**src/assert_macros.svh**
```systemverilog
// Assertion helpers included by the RTL core.
`ifndef ASSERT_MACROS_SVH
`define ASSERT_MACROS_SVH
`ifndef SYNTHESIS
`define RMQ_ASSERT_IMPLY(name, ante, cons) \
    name: assert property (@(posedge clk) disable iff (!rst_n) (ante) |-> (cons)) \
        else $error("rmq implication check failed");
`define RMQ_ASSERT_NEXT(name, ante, cons) \
    name: assert property (@(posedge clk) disable iff (!rst_n) (ante) |=> (cons)) \
        else $error("rmq next-cycle check failed");
`else
`define RMQ_ASSERT_IMPLY(name, ante, cons)
`define RMQ_ASSERT_NEXT(name, ante, cons)
`endif
`endif

```
**src/rmq_div_lane.sv**
```systemverilog
module rmq_div_lane #(
    parameter int FRAC_BITS = 14,
    parameter int VW = 19
) (
    input  logic                 clk,
    input  logic [FRAC_BITS+1:0] ce,
    input  logic [VW-2:0]        mag,
    input  logic [VW-1:0]        len,
    output logic [FRAC_BITS:0]   q
);

    localparam int QW = FRAC_BITS + 1;
    localparam int NW = VW + FRAC_BITS + 1;
    localparam int DW = VW + 1;

    logic [NW-1:0] num;
    logic [DW-1:0] rem_reg [0:QW];
    logic [QW-1:0] nlo_reg [0:QW];
    logic [QW-1:0] q_reg   [0:QW];
    logic [DW-1:0] d_reg   [0:QW];

    assign num = (NW'(mag) << (FRAC_BITS + 1)) + NW'(len);

    always_ff @(posedge clk)
    begin
        if (ce[0])
        begin
            rem_reg[0] <= DW'(num[NW-1:QW]);
            nlo_reg[0] <= num[QW-1:0];
            q_reg[0]   <= '0;
            d_reg[0]   <= {len, 1'b0};
        end
    end

    for (genvar k = 1; k <= QW; k++)
    begin : g_step
        logic [DW:0]   trial;
        logic          ge;
        logic [DW:0]   diff;
        logic [DW-1:0] rem_next;

        assign trial    = {rem_reg[k-1], nlo_reg[k-1][QW-1]};
        assign ge       = trial >= {1'b0, d_reg[k-1]};
        assign diff     = trial - {1'b0, d_reg[k-1]};
        assign rem_next = ge ? diff[DW-1:0] : trial[DW-1:0];

        always_ff @(posedge clk)
        begin
            if (ce[k])
            begin
                rem_reg[k] <= rem_next;
                nlo_reg[k] <= {nlo_reg[k-1][QW-2:0], 1'b0};
                q_reg[k]   <= {q_reg[k-1][QW-2:0], ge};
                d_reg[k]   <= d_reg[k-1];
            end
        end
    end

    assign q = q_reg[QW];

endmodule

```
**config.mk**
```make
export PLATFORM = sky130hd
export DESIGN_NAME = rmq_div_lane
export DESIGN_NICKNAME = d
export VERILOG_FILES = /design/src/assert_macros.svh /design/src/rmq_div_lane.sv
export SDC_FILE = /design/constraint.sdc
export NUM_CORES = 1
export LEC_CHECK = 0
export BUFFER_PORTS_ARGS = -buffer_cell sky130_fd_sc_hd__buf_2
export CAP_MARGIN = 20
export CORE_MARGIN = 8
export CORE_UTILIZATION = 55
export CTS_CLUSTER_SIZE = 16
export DETAILED_ROUTE_END_ITERATION = 8
export PLACE_DENSITY = 0.74
export SLEW_MARGIN = 10
export SYNTH_ARGS = -nofsm -noshare
export SYNTH_HDL_FRONTEND = slang
export SYNTH_SLANG_ARGS = --single-unit
```
**constraint.sdc**
```tcl
create_clock -name clk -period 3.4 [get_ports clk]
set_input_delay 0.34 -clock clk [delete_from_list [all_inputs] [get_ports clk]]
set_output_delay 0.34 -clock clk [all_outputs]
set_load 0.005 [all_outputs]
```
# Word-level counts from Yosys, hierarchy flattened
# Memories as Yosys holds them, arrays and structs flattened.
# Cells that the tools add are included.
# op_classes
add_sub_neg,16
magnitude_cmp,15
muxes,47
# ops
operator,count
21-bit by 20-bit greater-or-equal comparator with 1-bit output,15
20-bit two-way mux,15
20-bit subtractor,15
33-bit by 19-bit adder with 34-bit output,1
1-bit two-way mux,32
# word_totals
regBits,0
mem_bits_rw,1120
inputBits,54
output_inout_bits,15
mem_count,4
# memory_table
name,depth,word_bits,rd,rd_clocked_by_memory_dff,write_ports,line,text
d_reg,16,20,15,0,16,rmq_div_lane.sv:20,logic [DW-1:0] d_reg [0:QW];
rem_reg,16,20,15,0,16,rmq_div_lane.sv:17,logic [DW-1:0] rem_reg [0:QW];
nlo_reg,16,15,15,0,16,rmq_div_lane.sv:18,logic [QW-1:0] nlo_reg [0:QW];
q_reg,16,15,16,0,16,rmq_div_lane.sv:19,logic [QW-1:0] q_reg [0:QW];

# Longest topological paths before layout
# Gate-level depths: netlist of run 1.
# logic_depth
ltp_word,2
depth_mapped,14

# Least setup slack after synthesis of run 1
# No wires, ideal clock.
# synth_path
kind,register -> register
from,mem rem_reg[1][20] in the netlist's numbering
to,mem rem_reg[1][58] in the netlist's numbering (data pin)
setup_ns,0.260
arrival_time_ns,2.906
required_time_ns,3.140
path_slack_ns,0.235
path_stages_with_launch,14
synth_period_minus_slack_ns,3.165
cell_sequence,edfxtp_1 -> inv_1 -> ha_1 -> inv_1 -> fa_1 -> a21o_1 -> a221oi_1 -> a21oi_1 -> nor2b_1 -> a31oi_1 -> a21oi_1 -> o32ai_1 -> buf_4 -> mux2_2
# synth_lines
element,line
from (decl),rmq_div_lane.sv:17

==> flow_metrics.tcl, run 1 <==
set metrics [dict create \
    fin_tns_setup_ps 0 \
    via_count 25600 \
    cts_buffers 74 \
    seq_area_um2 20700 \
    power_density_nw_per_um2 938 \
    hp-class "primary input to flip-flop" \
    drt_pass1_iterations 8 \
    ys_ff_latch 690 \
    start_kind "flip-flop" \
    place_ws_ps 4.06 \
    drv_cap 0 \
    synth_nets 3585 \
    avgViaCountPerCell 5.84 \
    clock_latency_ps 630 \
    grt_pass1_wl_um 139000 \
    path_max_fanout 23 \
    die_area_um2 78800 \
    largest_reg_flops 299 \
    period_share 0.978 \
    synthCells 3228 \
    tightest_slew_ps 1070 \
    timing.fmax_mhz 301 \
    cp.required_ps 3760 \
    worstSetupPathType "flip-flop to flip-flop" \
    ant_nets 0 \
    ir_drop_mv 0.466 \
    yosysUniqueCellTypes 91 \
    rows 97 \
    cp-end-kind "flip-flop" \
    multi_input_comb_area_um2 16300 \
    root_buffer "clkbuf_16" \
    drc 0 \
    drt_first_iter_violations 2030 \
    diodes 0 \
    finalSetupViolations 0 \
    cts_tree "built" \
    synth_edf_count 690 \
    timing.slew.headroom 0.286 \
    dpl.hpwl_um 66400 \
    place.gp.congestion 0.923 \
    synth-async-reset-ratio 0 \
    drive_gt1_frac 0.103 \
    fillers 5435 \
    post-route-min-period_ps 3320 \
    io_buffers 68 \
    synth_area_um2 38500 \
    antenna_found_initial 3 \
    ios 69 \
    synth_top_flop_cell "edfxtp_1" \
    clk_pin_slew_ps 60 \
    nets 3740 \
    grt_max_degree 52 \
    fin_skew_ps 21.8 \
    syn_area_per_cell_um2 11.9 \
    initial_core_util 0.553 \
    wl_per_cell_um 20.4 \
    dieWidth_um 281 \
    status "completed" \
    wl_um 89500 \
    area_growth_pct 12.1 \
    fin_ws_ps 75.2 \
    grt_usage 0.222 \
    arrival_ps 3680 \
    cts.sinks 690 \
    grt_pass1_vias 25200 \
    ys_warn_count 0 \
    hold_violations 0 \
    die_y_um 281 \
    drv_slew 0 \
    h-tree-depth 3 \
    ctsLongestPathBuffers 3 \
    grt.overflow.total 0 \
    yosysSeqAreaShare 0.538 \
    core_um2 69700 \
    p_leak_uw 0.0174 \
]
## area by class of cell
cell class                      count  area share
Clock buffer                       86      0.0444
Clock inverter                     47      0.0128
Inverter                          344      0.0299
Multi-Input combinational cell   2119       0.376
Sequential cell                   690       0.480
Tap cell                          940      0.0272
Timing Repair Buffer              154      0.0296
## kinds of logic after synthesis
logic type               synth area share
buffers and inverters              0.0440
flip-flops                          0.538
AND/OR/NAND/NOR                    0.0827
XOR/XNOR                           0.0520
adder cells (fa/ha/maj)             0.101
multiplexers                       0.0601
AO/OA/AOI/OAI                       0.122
## cells in the mapped netlist (6+ instances only)
| cell type | count | area, um2 |
|---|---|---|
| edfxtp_1 | 690 | 20700 |
| inv_1 | 340 | 1280 |
| ha_1 | 288 | 3600 |
| a21oi_1 | 226 | 1130 |
| nor2_1 | 201 | 754 |
| nand2_1 | 153 | 574 |
| xnor2_1 | 147 | 1290 |
| mux2_1 | 122 | 1370 |
| o21ai_0 | 96 | 480 |
| xor2_1 | 82 | 718 |
| a21o_1 | 81 | 608 |
| nor3_1 | 63 | 315 |
| nand3_1 | 58 | 290 |
| nand4_1 | 45 | 282 |
| o21ai_1 | 40 | 200 |
| mux2_2 | 38 | 428 |
| nor2b_1 | 37 | 231 |
| o21a_1 | 36 | 270 |
| a211oi_1 | 33 | 248 |
| and3_1 | 31 | 194 |
| clkbuf_1 | 30 | 113 |
| mux2_4 | 25 | 375 |
| nand2b_1 | 23 | 144 |
| o21bai_1 | 23 | 173 |
| buf_2 | 22 | 110 |
| a31oi_1 | 20 | 125 |
| buf_4 | 19 | 143 |
| o31ai_1 | 18 | 135 |
| fa_1 | 15 | 300 |
| or3_1 | 15 | 93.8 |
| mux2i_1 | 14 | 140 |
| a221oi_1 | 12 | 105 |
| and2_1 | 12 | 75.1 |
| o211ai_1 | 12 | 90.1 |
| a211o_1 | 11 | 96.3 |
| o31a_1 | 9 | 78.8 |
| a21boi_0 | 7 | 52.6 |
| a41oi_1 | 7 | 61.3 |
| o41ai_1 | 7 | 61.3 |
| nor4_1 | 6 | 37.5 |
| or2_2 | 6 | 37.5 |
## path summary, 6_finish.rpt
kind,start,endpoint,slack (ps),depth (start not counted)
setup / recovery,rem_reg[0][40],rem_reg[0][65],80,12
hold / removal,mag[5],rem_reg[0][5],50,2
setup reg to reg,rem_reg[0][40],rem_reg[0][65],80,12
hold reg to reg,q_reg[1][18],q_reg[1][34],420,0
## worst max-delay path, stage by stage, from the launching register on
cell	delay [ps]
edfxtp_1	420
inv_1	120
ha_1	180
inv_1	60
fa_1	410
a21oi_2	190
o211ai_2	150
a31oi_2	250
a311oi_2	160
a311oi_2	390
a31oi_2	160
buf_12	190
mux2_1	340
## power breakdown
group          switching, uW  leakage [uW]  internal, uW
registers               1550       0.00673         12600
clock network           3420       0.00118          4790
logic                   9630       0.00951          8570
total                  14600        0.0174         25900
## stage by stage
stage	area, um2	std cells	utilization	power [uW]	hold slack, ps
after floorplan	38500	3228	-	26900	400
after global placement	40100	4209	0.576	31300	400
after detailed placement	40100	4209	0.576	31600	405
after CTS	42800	4361	0.614	40100	3.61
after global routing	43200	4380	0.620	43000	49.1
final	43200	4380	0.620	40500	50.0
## what timing repair did
item	in CTS	in global routing
resized for setup	0	23
setup buffers	0	8
hold buffers	19	0
endpoints found under the setup margin	0	116
endpoints found under the hold margin	19	0
## layer usage
layer  part of all wire  track usage  vias up
met5                  0            0        -
met4              0.032       0.0806        0
met3              0.049       0.0272      165
met2               0.48        0.372      743
met1               0.44        0.297    12400
li1                   -            -    12200
## cell usage in the layout (no fill, tap or decap), drive strengths merged, types with 12 or more instances in the layout
cell type / n
clkinv: 25
nor2b: 37
mux2i: 14
a21o: 81
o21a: 36
inv: 349
edfxtp: 690
fa: 15
ha: 288
nand4: 45
nand3: 58
o21ai: 137
o31ai: 18
clkbuf: 90
a221oi: 13
a211oi: 34
o211ai: 13
xor2: 82
nor3: 63
mux2: 185
nand2b: 23
a21oi: 227
xnor2: 147
nand2: 153
nor2: 201
a31oi: 21
buf: 131
or3: 15
dlygate4sd3: 19
and2: 12
o21bai: 23
and3: 31
No activity file was read; power rests on OpenSTA's default activity.
==> inputs of run 2 (changes only) <==
--- a/config.mk
+++ b/config.mk
@@ -5,13 +5,14 @@
 export SDC_FILE = /design/constraint.sdc
 export NUM_CORES = 1
 export LEC_CHECK = 0
+export ABC_CLOCK_PERIOD_IN_PS = 3570
 export BUFFER_PORTS_ARGS = -buffer_cell sky130_fd_sc_hd__buf_2
 export CAP_MARGIN = 20
 export CORE_MARGIN = 8
 export CORE_UTILIZATION = 55
 export CTS_CLUSTER_SIZE = 16
 export DETAILED_ROUTE_END_ITERATION = 8
-export PLACE_DENSITY = 0.74
+export PLACE_DENSITY = 0.71
 export SLEW_MARGIN = 10
 export SYNTH_ARGS = -nofsm -noshare
 export SYNTH_HDL_FRONTEND = slang
==> constraint.sdc (replaced) <==
create_clock -name clk -period 3.57 [get_ports clk]
set_input_delay 0.357 -clock clk [delete_from_list [all_inputs] [get_ports clk]]
set_output_delay 0.357 -clock clk [all_outputs]
set_load 0.005 [all_outputs]
==> flow_metrics.tcl, run 2 (synthesis gave the netlist of run 1 again) <==
set metrics [dict create \
    status "completed" \
    cts.sinks 690 \
    drc 0 \
    clock_latency_ps 610 \
    h-tree-depth 3 \
    dieWidth_um 281 \
    die_y_um 281 \
    cp_cell_sequence "inv_1 -> ha_1 -> inv_1 -> fa_1 -> a211oi_1 -> o21a_1 -> o21ai_1 -> a211oi_2 -> a21oi_1 -> a211o_1 -> buf_4 -> a21oi_1" \
    rsz0062_at_grt "false" \
    dp.cells 4197 \
    rows 97 \
    ir_drop_mv 0.525 \
    wl_um 91300 \
    drt_first_iter_violations 2048 \
    ctsLongestPathBuffers 3 \
    avgViaCountPerCell 5.86 \
    grt_max_degree 48 \
    cp-end-kind "flip-flop" \
    timing.fmax_mhz 282 \
    area_growth_pct 10.5 \
    grt_usage 0.228 \
    timing.slew.headroom 0.263 \
    antenna_found_initial 1 \
    grt_pass1_vias 25300 \
    hold_violations 0 \
    wl_per_cell_um 21.0 \
    die_area_um2 78800 \
    largest_reg_flops 299 \
    arrival_ps 3890 \
    io_buffers 68 \
    critical_path.max_stage_delay_ps 440 \
    clk_pin_slew_ps 60 \
    seq_area_um2 20700 \
    power_density_nw_per_um2 883 \
    path_max_fanout 33 \
    instances_no_fill 4350 \
    placed_cell_area_um2 40000 \
    nets 3711 \
    hp-class "primary input to flip-flop" \
    worstSetupPathType "flip-flop to flip-flop" \
    drt_pass1_iterations 7 \
    design_area_um2 42600 \
    grt_pass1_wl_um 141000 \
    ant_nets 0 \
    period_share 0.993 \
    cp.required_ps 3920 \
    place.gp.congestion 0.925 \
    post-route-min-period_ps 3550 \
    ios 69 \
    cts_buffers 73 \
    initial_core_util 0.553 \
    cts_tree "built" \
    core_um2 69700 \
    final_common_cell "edfxtp_1" \
    start_kind "flip-flop" \
    via_count 25500 \
    finalSetupViolations 0 \
    fillers 5548 \
    drive_gt1_frac 0.0921 \
    drv_slew 0 \
    post-layout-total-power_uw 37600 \
    cp_slowest_cell "a21oi_1" \
    grt.overflow.total 0 \
    p_leak_uw 0.0172 \
    root_buffer "clkbuf_16" \
    multi_input_comb_area_um2 16200 \
    drv_cap 0 \
    fin_tns_setup_ps 0 \
    fin_skew_ps 19.7 \
    dpl.hpwl_um 70100 \
    final_cell_mix "edfxtp_1 (690), inv_1 (340), ha_1 (288)" \
    tightest_slew_ps 1110 \
]
==> run 2: cell types whose count changed in the layout (fill, tap and decap cells not counted), sizes merged <==
cell and delta:
buf -24, bufinv -4, clkbuf -2, clkinv +7, clkinvlp -6, diode +1, inv -2
==> run 2: cell type report <==
| cell class | instances | area share |
|---|---|---|
| diodes | 1 | 0.0000588 |
| clock buffers | 88 | 0.0452 |
| clock inverters | 42 | 0.00882 |
| inverters | 344 | 0.0303 |
| multi-input cells | 2119 | 0.381 |
| flip-flops and latches | 690 | 0.487 |
| well taps | 940 | 0.0276 |
| repair buffers | 126 | 0.0206 |
==> run 2: repair_timing <==
action                     4_1_cts  5_1_grt
gates resized for setup          0        9
hold endpoints to repair        19        0
setup buffers                    0        2
setup endpoints to repair        0       98
hold buffers                    19        0
==> run 2: worst paths after layout <==
| path | from | to | slack, ps | cells after the start |
|---|---|---|---|---|
| max | rem_reg[0][0] | rem_reg[0][29] | 20 | 12 |
| min | mag[10] | rem_reg[0][10] | 60 | 2 |
| max reg2reg | rem_reg[0][0] | rem_reg[0][29] | 20 | 12 |
| min reg2reg | q_reg[0][77] | q_reg[0][93] | 400 | 0 |
==> run 2: where the power goes <==
| part | switching (uW) | leakage [uW] | internal, uW | total [uW] |
|---|---|---|---|---|
| clock | 3130 | 0.00113 | 4230 | 7350 |
| sequential | 1390 | 0.00673 | 12000 | 13300 |
| combinational | 9070 | 0.00930 | 7810 | 16900 |
==> run 2: layer usage <==
| layer | track usage | routed length, um | share of wire | up-vias |
|---|---|---|---|---|
| met1 | 0.298 | 39000 | 0.43 | 12400 |
| met4 | 0.0662 | 2730 | 0.030 | 0 |
| met2 | 0.392 | 44500 | 0.49 | 757 |
| met3 | 0.0357 | 5060 | 0.055 | 172 |
| met5 | 0 | 0 | 0 | - |
| li1 | - | - | - | 12200 |
==> run 2: critical path, delay by kind of cell, from the launching register on <==
kind            cells  cell delay, ps
compound gates      7            1870
fa+ha+maj           2             600
flops               1             410
buf+inv             3             390
==> run 2: metrics by stage <==
stage          hold WS (ps)  utilization  worst slack (ps)
2_1_floorplan           400            -               405
5_1_grt                44.4        0.611              4.95
3_5_place_dp            405        0.574              38.0
3_3_place_gp            401        0.574             -14.1
4_1_cts                22.6        0.610              5.18
6_report               60.0        0.611              23.8
